**src/rtl/core/anxb_pkg.sv**
```systemverilog
// Shared types and constants of the Annex B NAL unit splitter.
`default_nettype none

package anxb_pkg;

  localparam logic [1:0] KIND_HEAD = 2'd0;
  localparam logic [1:0] KIND_PAY  = 2'd1;
  localparam logic [1:0] KIND_END  = 2'd2;

  localparam logic [7:0] ZERO_BYTE  = 8'h00;
  localparam logic [7:0] START_BYTE = 8'h01;
  localparam logic [7:0] EP_BYTE    = 8'h03;

  localparam int QUEUE_DEPTH = 4;
  localparam int QUEUE_AW    = $clog2(QUEUE_DEPTH);
  localparam int QUEUE_CW    = $clog2(QUEUE_DEPTH + 1);

  typedef struct packed {
    logic [1:0] nz;
    logic       has_tail;
    logic [1:0] tail_kind;
    logic [7:0] tail_byte;
    logic       long_code;
  } op_t;

endpackage

`default_nettype wire

```
**src/rtl/core/anxb_if.sv**
```systemverilog
// Valid/ready channel interfaces for input and result words.
`default_nettype none

interface anxb_in_if;
  logic       valid;
  logic       ready;
  logic       func;
  logic [7:0] data_byte;

  modport source (output valid, func, data_byte, input ready);
  modport sink (input valid, func, data_byte, output ready);
endinterface

interface anxb_out_if;
  logic       valid;
  logic       ready;
  logic [1:0] kind;
  logic [7:0] out_byte;
  logic [4:0] nal_type;
  logic [1:0] ref_idc;
  logic       long_start_code;
  logic       last_in_run;

  modport source (output valid, kind, out_byte, nal_type, ref_idc, long_start_code,
                  last_in_run, input ready);
  modport sink (input valid, kind, out_byte, nal_type, ref_idc, long_start_code,
                last_in_run, output ready);
endinterface

`default_nettype wire

```
**src/rtl/core/anxb_front.sv**
```systemverilog
// Front end: start-code search, zero holding and escape filtering per input word.
`default_nettype none

module anxb_front
  import anxb_pkg::*;
(
  input  wire logic clk,
  input  wire logic rst,
  anxb_in_if.sink   in_ch,
  input  wire logic queue_full,
  output logic      push,
  output op_t       op
);

  localparam logic [1:0] PH_HUNT = 2'd0;
  localparam logic [1:0] PH_HEAD = 2'd1;
  localparam logic [1:0] PH_PAY  = 2'd2;

  logic [1:0] phase, phase_next;
  logic [1:0] held_zeros, held_zeros_next;
  logic [1:0] escape_zero_run, escape_zero_run_next;
  logic       four_byte_code, four_byte_code_next;
  logic       accept;
  logic       is_zero;
  logic       is_start;
  logic [2:0] run_sum;
  logic       emit;

  assign in_ch.ready = !queue_full;
  assign accept      = in_ch.valid && in_ch.ready;
  assign is_zero     = (in_ch.data_byte == ZERO_BYTE);
  assign is_start    = (in_ch.data_byte == START_BYTE) && (held_zeros >= 2'd2);
  assign run_sum     = {1'b0, escape_zero_run} + {1'b0, held_zeros};
  assign push        = accept && emit;

  always_comb begin
    phase_next           = phase;
    held_zeros_next      = held_zeros;
    escape_zero_run_next = escape_zero_run;
    four_byte_code_next  = four_byte_code;
    op                   = '0;
    op.long_code         = four_byte_code;
    if (in_ch.func) begin
      if (phase == PH_HEAD) begin
        op.has_tail  = 1'b1;
        op.tail_kind = KIND_END;
      end else if (phase == PH_PAY) begin
        op.nz        = held_zeros;
        op.has_tail  = 1'b1;
        op.tail_kind = KIND_END;
      end
      phase_next           = PH_HUNT;
      held_zeros_next      = 2'd0;
      escape_zero_run_next = 2'd0;
      four_byte_code_next  = 1'b0;
    end else if (phase == PH_HEAD) begin
      op.has_tail          = 1'b1;
      op.tail_kind         = KIND_HEAD;
      op.tail_byte         = in_ch.data_byte;
      phase_next           = PH_PAY;
      held_zeros_next      = 2'd0;
      escape_zero_run_next = 2'd0;
    end else if (phase == PH_PAY) begin
      if (is_zero) begin
        if (held_zeros == 2'd3) begin
          op.nz = 2'd1;
          if (escape_zero_run < 2'd2) begin
            escape_zero_run_next = escape_zero_run + 2'd1;
          end
        end else begin
          held_zeros_next = held_zeros + 2'd1;
        end
      end else if (is_start) begin
        op.has_tail          = 1'b1;
        op.tail_kind         = KIND_END;
        four_byte_code_next  = (held_zeros == 2'd3);
        phase_next           = PH_HEAD;
        held_zeros_next      = 2'd0;
        escape_zero_run_next = 2'd0;
      end else begin
        op.nz                = held_zeros;
        held_zeros_next      = 2'd0;
        escape_zero_run_next = 2'd0;
        if (!((in_ch.data_byte == EP_BYTE) && (run_sum >= 3'd2))) begin
          op.has_tail  = 1'b1;
          op.tail_kind = KIND_PAY;
          op.tail_byte = in_ch.data_byte;
        end
      end
    end else begin
      phase_next = PH_HUNT;
      if (is_zero) begin
        if (held_zeros < 2'd3) begin
          held_zeros_next = held_zeros + 2'd1;
        end
      end else if (is_start) begin
        four_byte_code_next  = (held_zeros == 2'd3);
        phase_next           = PH_HEAD;
        held_zeros_next      = 2'd0;
        escape_zero_run_next = 2'd0;
      end else begin
        held_zeros_next = 2'd0;
      end
    end
    emit = op.has_tail || (op.nz != 2'd0);
  end

  always_ff @(posedge clk) begin
    if (rst) begin
      phase           <= PH_HUNT;
      held_zeros      <= 2'd0;
      escape_zero_run <= 2'd0;
      four_byte_code  <= 1'b0;
    end else if (accept) begin
      phase           <= phase_next;
      held_zeros      <= held_zeros_next;
      escape_zero_run <= escape_zero_run_next;
      four_byte_code  <= four_byte_code_next;
    end
  end

  assert property (@(posedge clk) disable iff (rst)
    (phase == PH_HEAD) |-> (held_zeros == 2'd0))
    else $error("held zeros while expecting header");

  assert property (@(posedge clk) disable iff (rst)
    (escape_zero_run != 2'd3))
    else $error("escape run beyond saturation");

  assert property (@(posedge clk) disable iff (rst)
    (phase != PH_PAY) |-> (escape_zero_run == 2'd0))
    else $error("escape run outside payload");

endmodule

`default_nettype wire

```
**src/rtl/core/anxb_queue.sv**
```systemverilog
// Short queue of decoded operations between front and back.
`default_nettype none

module anxb_queue
  import anxb_pkg::*;
(
  input  wire logic clk,
  input  wire logic rst,
  input  wire logic push,
  input  op_t       push_op,
  output logic      full,
  input  wire logic pop,
  output logic      head_valid,
  output op_t       head_op
);

  op_t                 slots [QUEUE_DEPTH];
  logic [QUEUE_AW-1:0] wr_ptr;
  logic [QUEUE_AW-1:0] rd_ptr;
  logic [QUEUE_CW-1:0] count;

  assign full       = (count == QUEUE_CW'(QUEUE_DEPTH));
  assign head_valid = (count != '0);
  assign head_op    = slots[rd_ptr];

  always_ff @(posedge clk) begin
    if (push) begin
      slots[wr_ptr] <= push_op;
    end
  end

  always_ff @(posedge clk) begin
    if (rst) begin
      wr_ptr <= '0;
      rd_ptr <= '0;
      count  <= '0;
    end else begin
      if (push) begin
        wr_ptr <= (wr_ptr == QUEUE_AW'(QUEUE_DEPTH - 1)) ? '0 : wr_ptr + 1'b1;
      end
      if (pop) begin
        rd_ptr <= (rd_ptr == QUEUE_AW'(QUEUE_DEPTH - 1)) ? '0 : rd_ptr + 1'b1;
      end
      if (push && !pop) begin
        count <= count + 1'b1;
      end else if (pop && !push) begin
        count <= count - 1'b1;
      end
    end
  end

  assert property (@(posedge clk) disable iff (rst)
    count <= QUEUE_CW'(QUEUE_DEPTH))
    else $error("queue count overflow");

  assert property (@(posedge clk) disable iff (rst)
    !(push && full))
    else $error("push into full queue");

  assert property (@(posedge clk) disable iff (rst)
    !(pop && !head_valid))
    else $error("pop from empty queue");

endmodule

`default_nettype wire

```
**src/rtl/core/anxb_back.sv**
```systemverilog
// Back end: expands queued operations into result words through an output register.
`default_nettype none

module anxb_back
  import anxb_pkg::*;
(
  input  wire logic  clk,
  input  wire logic  rst,
  input  wire logic  head_valid,
  input  op_t        head_op,
  output logic       pop,
  anxb_out_if.source out_ch
);

  logic [1:0] cnt;
  logic       zero_step;
  logic       step_last;
  logic       load;
  logic [1:0] step_kind;
  logic [7:0] step_byte;

  assign zero_step = (cnt != head_op.nz);
  assign step_last = zero_step ? ((cnt == head_op.nz - 2'd1) && !head_op.has_tail) : 1'b1;
  assign step_kind = zero_step ? KIND_PAY : head_op.tail_kind;
  assign step_byte = zero_step ? ZERO_BYTE : head_op.tail_byte;
  assign load      = head_valid && (!out_ch.valid || out_ch.ready);
  assign pop       = load && step_last;

  always_ff @(posedge clk) begin
    if (rst) begin
      cnt          <= 2'd0;
      out_ch.valid <= 1'b0;
    end else begin
      if (load) begin
        out_ch.valid <= 1'b1;
        cnt          <= step_last ? 2'd0 : cnt + 2'd1;
      end else if (out_ch.ready) begin
        out_ch.valid <= 1'b0;
      end
    end
  end

  always_ff @(posedge clk) begin
    if (load) begin
      out_ch.kind            <= step_kind;
      out_ch.out_byte        <= step_byte;
      out_ch.nal_type        <= (step_kind == KIND_HEAD) ? step_byte[4:0] : 5'd0;
      out_ch.ref_idc         <= (step_kind == KIND_HEAD) ? step_byte[6:5] : 2'd0;
      out_ch.long_start_code <= head_op.long_code;
      out_ch.last_in_run     <= step_last;
    end
  end

  assert property (@(posedge clk) disable iff (rst)
    head_valid |-> (cnt < head_op.nz || cnt == head_op.nz))
    else $error("zero counter past queued count");

  assert property (@(posedge clk) disable iff (rst)
    (out_ch.valid && !out_ch.last_in_run) |->
      (out_ch.kind == KIND_PAY && out_ch.out_byte == ZERO_BYTE))
    else $error("non-final result is not a released zero");

  assert property (@(posedge clk) disable iff (rst)
    !head_valid |-> (cnt == 2'd0))
    else $error("zero counter busy with empty queue");

endmodule

`default_nettype wire

```
**src/rtl/core/annexb_nal_unit_splitter.sv**
```systemverilog
// Top level of the Annex B NAL unit splitter: front end, queue and back end.
// An accepted byte's operation is queued, then loaded into the output register.
// Throughput: one byte per cycle while each byte gives at most one result and the
// output is ready; the back end sends one result per cycle, up to 4 per byte.
// Reset (rst, synchronous): hunting for a start code, queue empty, no result valid.
`default_nettype none

module annexb_nal_unit_splitter
  import anxb_pkg::*;
(
  input  wire logic  clk,
  input  wire logic  rst,
  anxb_in_if.sink    in_ch,
  anxb_out_if.source out_ch
);

  logic push;
  op_t  push_op;
  logic full;
  logic pop;
  logic head_valid;
  op_t  head_op;

  anxb_front u_front (
    .clk        (clk),
    .rst        (rst),
    .in_ch      (in_ch),
    .queue_full (full),
    .push       (push),
    .op         (push_op)
  );

  anxb_queue u_queue (
    .clk        (clk),
    .rst        (rst),
    .push       (push),
    .push_op    (push_op),
    .full       (full),
    .pop        (pop),
    .head_valid (head_valid),
    .head_op    (head_op)
  );

  anxb_back u_back (
    .clk        (clk),
    .rst        (rst),
    .head_valid (head_valid),
    .head_op    (head_op),
    .pop        (pop),
    .out_ch     (out_ch)
  );

endmodule

`default_nettype wire
```
**src/flat_wrapper.sv**
```systemverilog
// flat-port wrapper written by rule: the top's interface ports become plain ports
module annexb_nal_unit_splitter_flat import anxb_pkg::*;
  (clk, rst, in_ch_valid, in_ch_func, in_ch_data_byte, in_ch_ready, out_ch_valid, out_ch_kind, out_ch_out_byte, out_ch_nal_type, out_ch_ref_idc, out_ch_long_start_code, out_ch_last_in_run, out_ch_ready);
  anxb_in_if in_ch_i ();
  anxb_out_if out_ch_i ();
  input  wire logic clk;
  input  wire logic rst;
  input wire logic [$bits(in_ch_i.valid)-1:0] in_ch_valid;
  input wire logic [$bits(in_ch_i.func)-1:0] in_ch_func;
  input wire logic [$bits(in_ch_i.data_byte)-1:0] in_ch_data_byte;
  output wire logic [$bits(in_ch_i.ready)-1:0] in_ch_ready;
  output wire logic [$bits(out_ch_i.valid)-1:0] out_ch_valid;
  output wire logic [$bits(out_ch_i.kind)-1:0] out_ch_kind;
  output wire logic [$bits(out_ch_i.out_byte)-1:0] out_ch_out_byte;
  output wire logic [$bits(out_ch_i.nal_type)-1:0] out_ch_nal_type;
  output wire logic [$bits(out_ch_i.ref_idc)-1:0] out_ch_ref_idc;
  output wire logic [$bits(out_ch_i.long_start_code)-1:0] out_ch_long_start_code;
  output wire logic [$bits(out_ch_i.last_in_run)-1:0] out_ch_last_in_run;
  input wire logic [$bits(out_ch_i.ready)-1:0] out_ch_ready;
  assign in_ch_i.valid = in_ch_valid;
  assign in_ch_i.func = in_ch_func;
  assign in_ch_i.data_byte = in_ch_data_byte;
  assign in_ch_ready = in_ch_i.ready;
  assign out_ch_valid = out_ch_i.valid;
  assign out_ch_kind = out_ch_i.kind;
  assign out_ch_out_byte = out_ch_i.out_byte;
  assign out_ch_nal_type = out_ch_i.nal_type;
  assign out_ch_ref_idc = out_ch_i.ref_idc;
  assign out_ch_long_start_code = out_ch_i.long_start_code;
  assign out_ch_last_in_run = out_ch_i.last_in_run;
  assign out_ch_i.ready = out_ch_ready;
  annexb_nal_unit_splitter u_core (.clk(clk), .rst(rst), .in_ch(in_ch_i), .out_ch(out_ch_i));
endmodule
```
**config.mk**
```make
export PLATFORM = sky130hd
export DESIGN_NAME = annexb_nal_unit_splitter_flat
export DESIGN_NICKNAME = d
export VERILOG_FILES = /design/src/rtl/core/anxb_pkg.sv /design/src/rtl/core/anxb_if.sv /design/src/rtl/core/anxb_front.sv /design/src/rtl/core/anxb_queue.sv /design/src/rtl/core/anxb_back.sv /design/src/rtl/core/annexb_nal_unit_splitter.sv /design/src/flat_wrapper.sv
export SDC_FILE = /design/constraint.sdc
export NUM_CORES = 1
export LEC_CHECK = 0
export ABC_AREA = 1
export BUFFER_PORTS_ARGS = -buffer_cell sky130_fd_sc_hd__clkbuf_2
export CORE_MARGIN = 8
export CORE_UTILIZATION = 40
export CTS_CLUSTER_DIAMETER = 150
export CTS_CLUSTER_SIZE = 24
export DETAILED_ROUTE_END_ITERATION = 8
export REMOVE_ABC_BUFFERS = 1
export SETUP_SLACK_MARGIN = 0.05
export SLEW_MARGIN = 30
export SYNTH_ARGS = -nofsm -noshare
export SYNTH_HDL_FRONTEND = slang
export SYNTH_SLANG_ARGS = --single-unit
```
**constraint.sdc**
```tcl
create_clock -name clk -period 3.2 [get_ports clk]
set_clock_uncertainty 0.05 [all_clocks]
set_input_delay 0.16 -clock clk [delete_from_list [all_inputs] [get_ports clk]]
set_output_delay 0.16 -clock clk [all_outputs]
set_load 0.005 [all_outputs]
```
==> results of run 1 <==
==> worst paths after layout <==
check	start	end	slack [ns]	cells past startpoint
hold / removal	in_ch_data_byte[6]	u_core.u_queue.slots[0][7]	0.11	3
hold reg to reg	u_core.u_front.phase[1]	u_core.u_front.phase[1]	0.46	2
setup reg to reg	u_core.u_front.held_zeros[1]	u_core.u_queue.count[2]	0.33	19
setup / recovery	u_core.u_front.held_zeros[1]	u_core.u_queue.count[2]	0.33	19
==> stage by stage <==
stage	area (µm²)	util (%)	hold slack, ns	std cells	power [mW]
after floorplan	4170	-	0.179	389	2.72
after global placement	4580	44.6	0.325	568	3.16
after detailed placement	4580	44.6	0.327	568	3.20
after CTS	4770	46.4	0.0787	585	3.94
after global routing	4790	46.6	0.0975	585	4.21
final	4790	46.6	0.106	585	3.90
==> metal layers <==
metal / wire length (µm) / vias to the layer above
met5: 0 / -
met3: 399 / 9
li1: - / 1427
met4: 91 / 0
met1: 3500 / 1286
met2: 3710 / 57
==> final cells by class <==
type,count,share of cell area (%)
flip-flops and latches,94,55.1
well taps,136,3.56
clock buffers,9,2.59
clock inverters,7,1.23
multi-input cells,241,28.1
inverters,54,4.24
repair buffers,44,5.23
==> layout by cell type, fill, tap and decap left out, types with 2 or more instances in the layout <==
| master | count |
|---|---|
| edfxtp_1 | 75 |
| a21oi_1 | 15 |
| nand3_2 | 3 |
| nand3_1 | 17 |
| nand4_1 | 2 |
| ha_1 | 11 |
| inv_6 | 4 |
| nor2_2 | 10 |
| nor2_4 | 2 |
| dfxtp_1 | 17 |
| buf_4 | 10 |
| or2_2 | 2 |
| nand2_1 | 40 |
| clkbuf_8 | 9 |
| clkbuf_2 | 33 |
| xor2_1 | 2 |
| o22ai_1 | 11 |
| inv_1 | 52 |
| nor2_1 | 65 |
| nand2_2 | 13 |
| o21ai_0 | 33 |
==> cell families (layout without fill, tap and decap cells) <==
kind of cell,after synthesis,in the layout
AND/OR/NAND/NOR,160,160
buffers and inverters,63,114
AO/OA/AOI/OAI,66,66
flip-flops,94,94
adder cells (fa/ha/maj),13,13
XOR/XNOR,2,2
==> repair_timing <==
item                                    in CTS  in global routing
endpoints found under the hold margin        2                  0
endpoints found under the setup margin       0                  2
setup buffers                                0                  0
hold buffers                                 1                  0
resized for setup                            0                  7
==> flip-flops by register name (all words and copies together) (netlist names), 2 cells and up, named ones only <==
register and flops:
u_core.u_back.cnt 2, u_core.u_queue.count 3, u_core.u_front.held_zeros 2, u_core.u_queue.rd_ptr 2
u_core.u_back.out_ch.nal_type 5, u_core.u_front.phase 2, u_core.u_back.out_ch.kind 2, u_core.u_front.escape_zero_run 2
u_core.u_back.out_ch.ref_idc 2, u_core.u_queue.slots 56, u_core.u_queue.wr_ptr 2, u_core.u_back.out_ch.out_byte 8
==> critical path, delay by kind of cell (launching register included) <==
kind	cells	cell delay, ns
compound gates	4	0.42
fa+ha+maj	3	1.07
buf+inv	3	0.21
flops	1	0.38
simple gates	9	0.61
==> where the power goes <==
group | internal [mW] | switching [mW] | total (mW)
clock network | 0.298 | 0.439 | 0.736
logic | 0.494 | 0.935 | 1.43
registers | 1.65 | 0.0807 | 1.73
==> flow_summary.ini, run 1 <==
[run_status]
status = finished clean

[timing]
setup_viol = 0
finalHoldViolations = 0
rsz0062_at_grt = false
maxSlewHeadroom_pct = 65.3
finalSetupTns_ns = 0
worst_slack_ns = 0.327
finalCritPeriodShare_pct = 89.8
fmax_mhz = 348
finalCriticalPeriod_ns = 2.87
slew_violations = 0
tightest_slew_ns = 0.520

[worst_setup_path]
worstSetupStartpointType = flip-flop
crit_path_top_delay_cell = fa_1
crit_top_cell = nand2_1
crit_fanout = 6
cp.arrival_ns = 3.07
cp.required_ns = 3.40
slowest_delay_ns = 0.53
cp-end-kind = flip-flop
path_cells = inv_1 > fa_1 > nand2_1 > nand2_1 > nor2_1 > nand2_1 > nand2_2 > nand2_1 > nand2_1 > nand3_2 > nand2_2 > inv_1 > ha_1 > inv_1 > fa_2 > a21oi_2 > o21ai_1 > o21ai_0 > a21oi_1
path_class = flip-flop to flip-flop

[grt]
use_met1_pct = 13.8
grt_max_degree = 29
grt_pass1_vias = 2724
grt_overflow = 0
antenna_found_initial = 0
grt_pass1_wl_um = 13300
busiest_layer = met2
track_usage_pct = 11.6
gr-usage-met3_pct = 3.57
met2_usage_pct = 19.5

[yosys]
async_reset_ff_share_pct = 0
synth_cell_types = 36
synth_edf_count = 75
yosys-top-cells-area = edfxtp_1 (53%), dfxtp_1 (9.0%), nor2_1 (5.8%)
synthCells = 398
syn_area_um2 = 4230
synth_top_family_by_area = simple AND/OR/NAND/NOR gates
yosysMostFrequentCell = edfxtp_1
syn_avg_cell_area_um2 = 10.6
synth_top_area_share_pct = 53.3
synthSimpleGateAreaFrac_pct = 18.2
synth_xor_xnor_area_share_pct = 0.415
synth_compound_area_share_pct = 8.74
ys.flop_type = edfxtp_1
ys.warnings.count = 0
synth-adder-area-share_pct = 4.20
yosys.area.top_type = edfxtp_1
synth-seq-area-share_pct = 62.3
synth_seq_cells = 94
synthMuxAreaShare_pct = 0
yosys-top-cells-count = edfxtp_1 (75), nor2_1 (65), inv_1 (52)

[placed_design]
pre_cts_slack_ns = 0.144
gp_congestion = 0.884
dp.final_hpwl_um = 5400
portBuffers = 33

[clock_tree]
cts_tree = built
cts_max_path_buffers = 2
h-tree-depth = 3
clkSlewWorstSetupHoldPaths_ns = 0.10
numCtsBuffers = 9
clockRootBuffer = clkbuf_8
clock_sinks = 94
clkLatencyLatePin_ns = 0.36

[floorplan]
die_height_um = 119
die_area_um2 = 14100
rows = 37
die_x_um = 119
start_util_pct = 41.1
core_area_um2 = 10300
boundaryPins = 34

[route]
drc = 0
detail-route-antenna-nets = 0
vias = 2779
routed_wl_um = 7700
drt_iter0_drc = 148
wl_per_cell_um = 13.2
drtPass1Iterations = 4
via_per_inst = 4.75

[cells_and_area]
antennaDiodeCount = 0
area_delta_synth_final_pct = 13.3
final-seq-area_um2 = 2640
multi_input_area_um2 = 1340
layout-drive-gt1-share_pct = 22.0
fillers = 975
fin_nets = 470

[pwr]
p_per_area_nw_per_um2 = 814
leakagePower_nw = 1.92
irDropWorstVdd_uv = 306

[hold_path]
hold_class = input pin to flip-flop

[run]
maxCapViolCount = 0
No activity file was read; power rests on OpenSTA's default activity.
==> run 2, diff against run 1 <==
- REMOVE_ABC_BUFFERS: 1 -> default
==> run 2 against run 1 <==
Compared with the run above:
- combinational power about the same
- cell count up 0.17%
- global-route usage down 0.30 points
- clock-buffer cell count up 1
- flip-flop and latch count unchanged
- die area unchanged
- largest power group unchanged
- highest routed layer unchanged
==> flow_summary.ini, run 2 (synthesis results as in run 1) <==
[floorplan]
rows = 37
boundaryPins = 34
die_area_um2 = 14100
core_area_um2 = 10300
start_util_pct = 41.1
die_height_um = 119
die_x_um = 119

[timing]
hold-worst-slack_ns = 0.117
tightest_slew_ns = 0.542
finalSetupTns_ns = 0
fmax_mhz = 347
finalCriticalPeriod_ns = 2.88
setup_viol = 0
worst_slack_ns = 0.317
slew_violations = 0
rsz0062_at_grt = false
finalHoldViolations = 0
finalCritPeriodShare_pct = 90.1
maxSlewHeadroom_pct = 63.8

[grt]
antenna_found_initial = 0
grt_overflow = 0
grt_pass1_wl_um = 12800
grt_max_degree = 27
grt_pass1_vias = 2680
track_usage_pct = 11.4

[clock_tree]
clockRootBuffer = clkbuf_8
post_cts_buffers = 0
numCtsBuffers = 9
clock_sinks = 94
clkLatencyLatePin_ns = 0.34
cts_max_path_buffers = 2
clkSlewWorstSetupHoldPaths_ns = 0.10
cts_tree = built
h-tree-depth = 3

[cells_and_area]
largest_register_ff_count = 56
top_regs = u_core.u_queue.slots (56), u_core.u_back.out_ch.out_byte (8), u_core.u_back.out_ch.nal_type (5)
final_cell_mix = edfxtp_1 (75), nor2_1 (65), inv_1 (52)
final_area_um2 = 4820
final_common_cell = edfxtp_1
antennaDiodeCount = 0
fillers = 983
final-seq-area_um2 = 2640
multi_input_area_um2 = 1340
layout-drive-gt1-share_pct = 21.6
largest-register = u_core.u_queue.slots
area_delta_synth_final_pct = 14.2
fin_nets = 471

[pwr]
irDropWorstVdd_uv = 339
leakagePower_nw = 1.94
p_per_area_nw_per_um2 = 830

[placed_design]
gp_congestion = 0.874
portBuffers = 33
dp.final_hpwl_um = 5450
dpl_cell_area_um2 = 4590
pre_cts_slack_ns = 0.174

[worst_setup_path]
cp.required_ns = 3.38
path_class = flip-flop to flip-flop
cp.arrival_ns = 3.07
crit_fanout = 6
worstSetupStartpointType = flip-flop
cp-end-kind = flip-flop

[route]
detail-route-antenna-nets = 0
wl_per_cell_um = 13.0
drtPass1Iterations = 5
drt_iter0_drc = 127
via_per_inst = 4.71
drc = 0
routed_wl_um = 7610
vias = 2762

[hold_path]
hold_class = input pin to flip-flop

[yosys]
synth_fp_nets = 424

[run]
maxCapViolCount = 0

[run_status]
status = finished clean
==> run 2: per-stage QoR <==
stage | std cells | utilization [%] | power [mW]
CTS | 586 | 46.9 | 4.05
finish | 586 | 46.9 | 4.00
global route | 586 | 46.9 | 4.31
floorplan | 398 | - | 2.78
global placement | 569 | 44.6 | 3.17
detailed placement | 569 | 44.6 | 3.20
==> run 2: final cells by class <==
type	count	share of cell area, %
multi-input cells	241	27.7
flip-flops and latches	94	54.7
well taps	136	3.53
repair buffers	45	5.34
clock inverters	6	1.89
inverters	54	4.20
clock buffers	10	2.65
==> run 2: per-layer routing <==
metal,global-route usage [%],vias to the layer above,part of all wire [%]
li1,-,1434,-
met1,13.3,1269,45
met5,0,-,0
met3,3.86,4,5.5
met4,4.19,0,0.93
met2,19.0,55,49
==> run 2: repair_timing <==
action	4_1_cts	5_1_grt
gates resized for setup	0	5
hold buffers	1	0
endpoints found under the setup margin	0	1
endpoints found under the hold margin	2	0
==> run 2: report_power, final <==
| group | switching (mW) | internal (mW) |
|---|---|---|
| Clock | 0.407 | 0.447 |
| Sequential | 0.0891 | 1.65 |
| Combinational | 0.912 | 0.495 |
| Total | 1.41 | 2.59 |
==> run 2: final timing paths <==
| path | startpoint | to | slack (ns) | cells past startpoint |
|---|---|---|---|---|
| min | in_ch_data_byte[7] | u_core.u_queue.slots[2][8] | 0.12 | 3 |
| max reg2reg | u_core.u_front.held_zeros[1] | u_core.u_queue.count[2] | 0.32 | 19 |
| max | u_core.u_front.held_zeros[1] | u_core.u_queue.count[2] | 0.32 | 19 |
| min reg2reg | u_core.u_front.phase[1] | u_core.u_front.phase[1] | 0.46 | 2 |
==> run 2: worst max-delay path, stage by stage, from the launching register on <==
cell and delay (ns):
dfxtp_4 0.38, inv_1 0.06, fa_1 0.52, nand2_1 0.05, nand2_1 0.06, nor2_1 0.04, nand2_1 0.08, nand2_2 0.07
nand2_1 0.06, nand2_1 0.07, nand3_2 0.12, nand2_2 0.09, inv_1 0.07, ha_1 0.13, inv_1 0.07, fa_1 0.44
a21oi_1 0.14, o21ai_0 0.12, o21ai_1 0.13, a21oi_1 0.05
==> run 3, diff against run 2 <==
- CORE_ASPECT_RATIO: default -> 1.2
- SYNTH_HIERARCHICAL: default -> 1
==> run 3 against run 2 <==
Compared with the run above:
- flip-flop and latch count did not move
- routed wire length up 7.0%
- area after synthesis rose by 2.3%
- cell count rose by 1.7%
- sequential share of layout area is 1.1 points lower
- critical endpoint is now u_core/u_queue/count[2]
- cell area up 1.8%
==> flow_summary.ini, run 3 <==
[run_status]
status = finished clean

[cells_and_area]
area_delta_synth_final_pct = 13.6
top_regs = u_core/u_queue/slots (56), u_core/u_back/out_ch.out_byte (8), u_core/u_back/out_ch.nal_type (5)
largest-register = u_core/u_queue/slots
layout-drive-gt1-share_pct = 18.4
fillers = 971
final_cell_mix = nor2_1 (75), edfxtp_1 (75), inv_1 (60)
largest_register_ff_count = 56
utilization_pct = 46.7
fin_nets = 487
finalNonFillerCells = 596
final_area_um2 = 4910
antennaDiodeCount = 0

[placed_design]
dp.final_hpwl_um = 5840
placed_cells = 580
dpl_cell_area_um2 = 4640
gp_congestion = 0.798
portBuffers = 33
pre_cts_slack_ns = 0.427

[pwr]
clkPwrFrac_pct = 23.9
power_frac_seq_pct = 43.6
p_int_mw = 2.63
leakagePower_nw = 2.10
power_mw = 4.02
power.switching_mw = 1.39
switching_share_pct = 34.6
comb_power_share_pct = 32.5
irDropWorstVdd_uv = 269
p_per_area_nw_per_um2 = 819

[yosys]
synth_top_area_share_pct = 52.1
synth_fp_nets = 443
ys.flop_type = edfxtp_1
async_reset_ff_share_pct = 0
synth_top_family_by_area = simple AND/OR/NAND/NOR gates
yosys.area.top_type = edfxtp_1
synth_compound_area_share_pct = 7.91
synthSimpleGateAreaFrac_pct = 19.1
synthCells = 418
syn_area_um2 = 4320
syn_avg_cell_area_um2 = 10.3
synth_xor_xnor_area_share_pct = 0.608
yosys-top-cells-area = edfxtp_1 (52%), dfxtp_1 (8.8%), nor2_1 (6.5%)
synth_seq_cells = 94
synth-adder-area-share_pct = 3.82
yosys-top-cells-count = edfxtp_1 (75), nor2_1 (75), inv_1 (60)
synth_edf_count = 75
synth-seq-area-share_pct = 60.9
synth_cell_types = 37
ys.warnings.count = 6
synthMuxAreaShare_pct = 0

[hold_path]
whs_path_depth = 4
hold_class = input pin to flip-flop

[worst_setup_path]
cp.arrival_ns = 2.98
cp_num_buf_inv = 3
path_class = flip-flop to flip-flop
crit_top_cell = nand2_1
slowest_delay_ns = 0.53
path_depth = 17
path_cells = inv_1 > fa_1 > nand2_1 > nand3_1 > nand2_1 > nand2_1 > nand2_1 > nand3_1 > nand2_1 > inv_1 > ha_1 > inv_1 > fa_1 > nand2_1 > nand4_1 > nand2_1 > nor2_1
crit_fanout = 6
crit_path_top_delay_cell = fa_1
cp.required_ns = 3.39
cp-end-kind = flip-flop
rr_worst_depth = 17
crit_family = adder cells
worstSetupStartpointType = flip-flop

[timing]
finalCritPeriodShare_pct = 87.5
finalCriticalPeriod_ns = 2.80
finalHoldViolations = 0
slew_violations = 0
maxSlewHeadroom_pct = 47.3
setup_viol = 0
hold-worst-slack_ns = 0.0434
tightest_slew_ns = 0.788
rsz0062_at_grt = false
fmax_mhz = 357
worst_slack_ns = 0.401
finalSetupTns_ns = 0

[grt]
track_usage_pct = 12.0
grt_pass1_vias = 2977
grt_overflow = 0
antenna_found_initial = 0
grt_max_degree = 22
grt_pass1_wl_um = 13900

[route]
routed_wl_um = 8150
detail-route-antenna-nets = 0
vias = 2856
drtPass1Iterations = 4
via_per_inst = 4.79
drc = 0
drt_iter0_drc = 140
wl_per_cell_um = 13.7

[floorplan]
die_area_um2 = 14400
die_x_um = 111
core_area_um2 = 10500
rows = 41
boundaryPins = 34
die_height_um = 130
start_util_pct = 41.1

[clock_tree]
clkSlewWorstSetupHoldPaths_ns = 0.06
h-tree-depth = 3
cts_max_path_buffers = 2
clock_sinks = 94
cts_resized = 0
clkLatencyLatePin_ns = 0.33
clockRootBuffer = clkbuf_16
post_cts_buffers = 0
cts_tree = built
hold_buffers = 0
numCtsBuffers = 9

[run]
maxCapViolCount = 0
-- run 3: cell count changes in the layout (fill, tap and decap cells not counted), moves of 7 or more --
cell	change
nand2_1	+15
nand2_2	-10
nor2_1	+10
clkbuf_16	+9
clkbuf_8	-9
inv_1	+8
o21ai_0	-8
a21oi_1	-7
-- run 3: worst reg2reg max path, delay by kind of cell, from the launching register on --
kind,cells,cell delay [ns]
simple gates,11,0.81
flops,1,0.39
buf+inv,3,0.34
fa+ha+maj,3,1.11
-- run 3: layout make-up --
cell class | count | area [µm²] | share of cell area [%]
multi-input combinational | 249 | 1360 | 27.7
timing repair buffer | 43 | 240 | 4.89
sequential | 94 | 2630 | 53.6
clock buffer | 9 | 225 | 4.59
tap | 129 | 161 | 3.29
inverter | 65 | 244 | 4.97
clock inverter | 7 | 48.8 | 0.994
-- run 3: routing by layer --
layer / global-route usage, % / vias up / part of all wire [%]
met1: 13.4 / 1320 / 43
met3: 3.58 / 4 / 6.0
met2: 20.8 / 57 / 50
li1: - / 1475 / -
met5: 0 / - / 0
met4: 6.05 / 0 / 0.97
-- run 3: cells by family after synthesis --
group | Yosys count
and+or+nand+nor | 175
DFF | 94
buffers and inverters | 75
AOI/OAI and AO/OA | 59
adders and majority gates | 12
xor gates and xnor gates | 3
-- run 3: final timing paths --
path / from / endpoint / slack [ns]
setup / recovery: u_core/u_front/held_zeros[1] / u_core/u_queue/count[2] / 0.40
hold reg to reg: u_core/u_front/phase[1] / u_core/u_front/phase[1] / 0.43
setup reg to reg: u_core/u_front/held_zeros[1] / u_core/u_queue/count[2] / 0.40
hold / removal: out_ch_ready / u_core/u_back/out_ch.valid / 0.04
-- run 3: power groups by stage --
stage / Sequential, mW / Combinational (mW) / Clock [mW]
CTS: 1.76 / 1.34 / 0.992
finish: 1.75 / 1.31 / 0.963
detailed placement: 1.78 / 1.34 / 0
global route: 1.79 / 1.51 / 1.04
global placement: 1.78 / 1.30 / 0
floorplan: 1.78 / 0.940 / 0
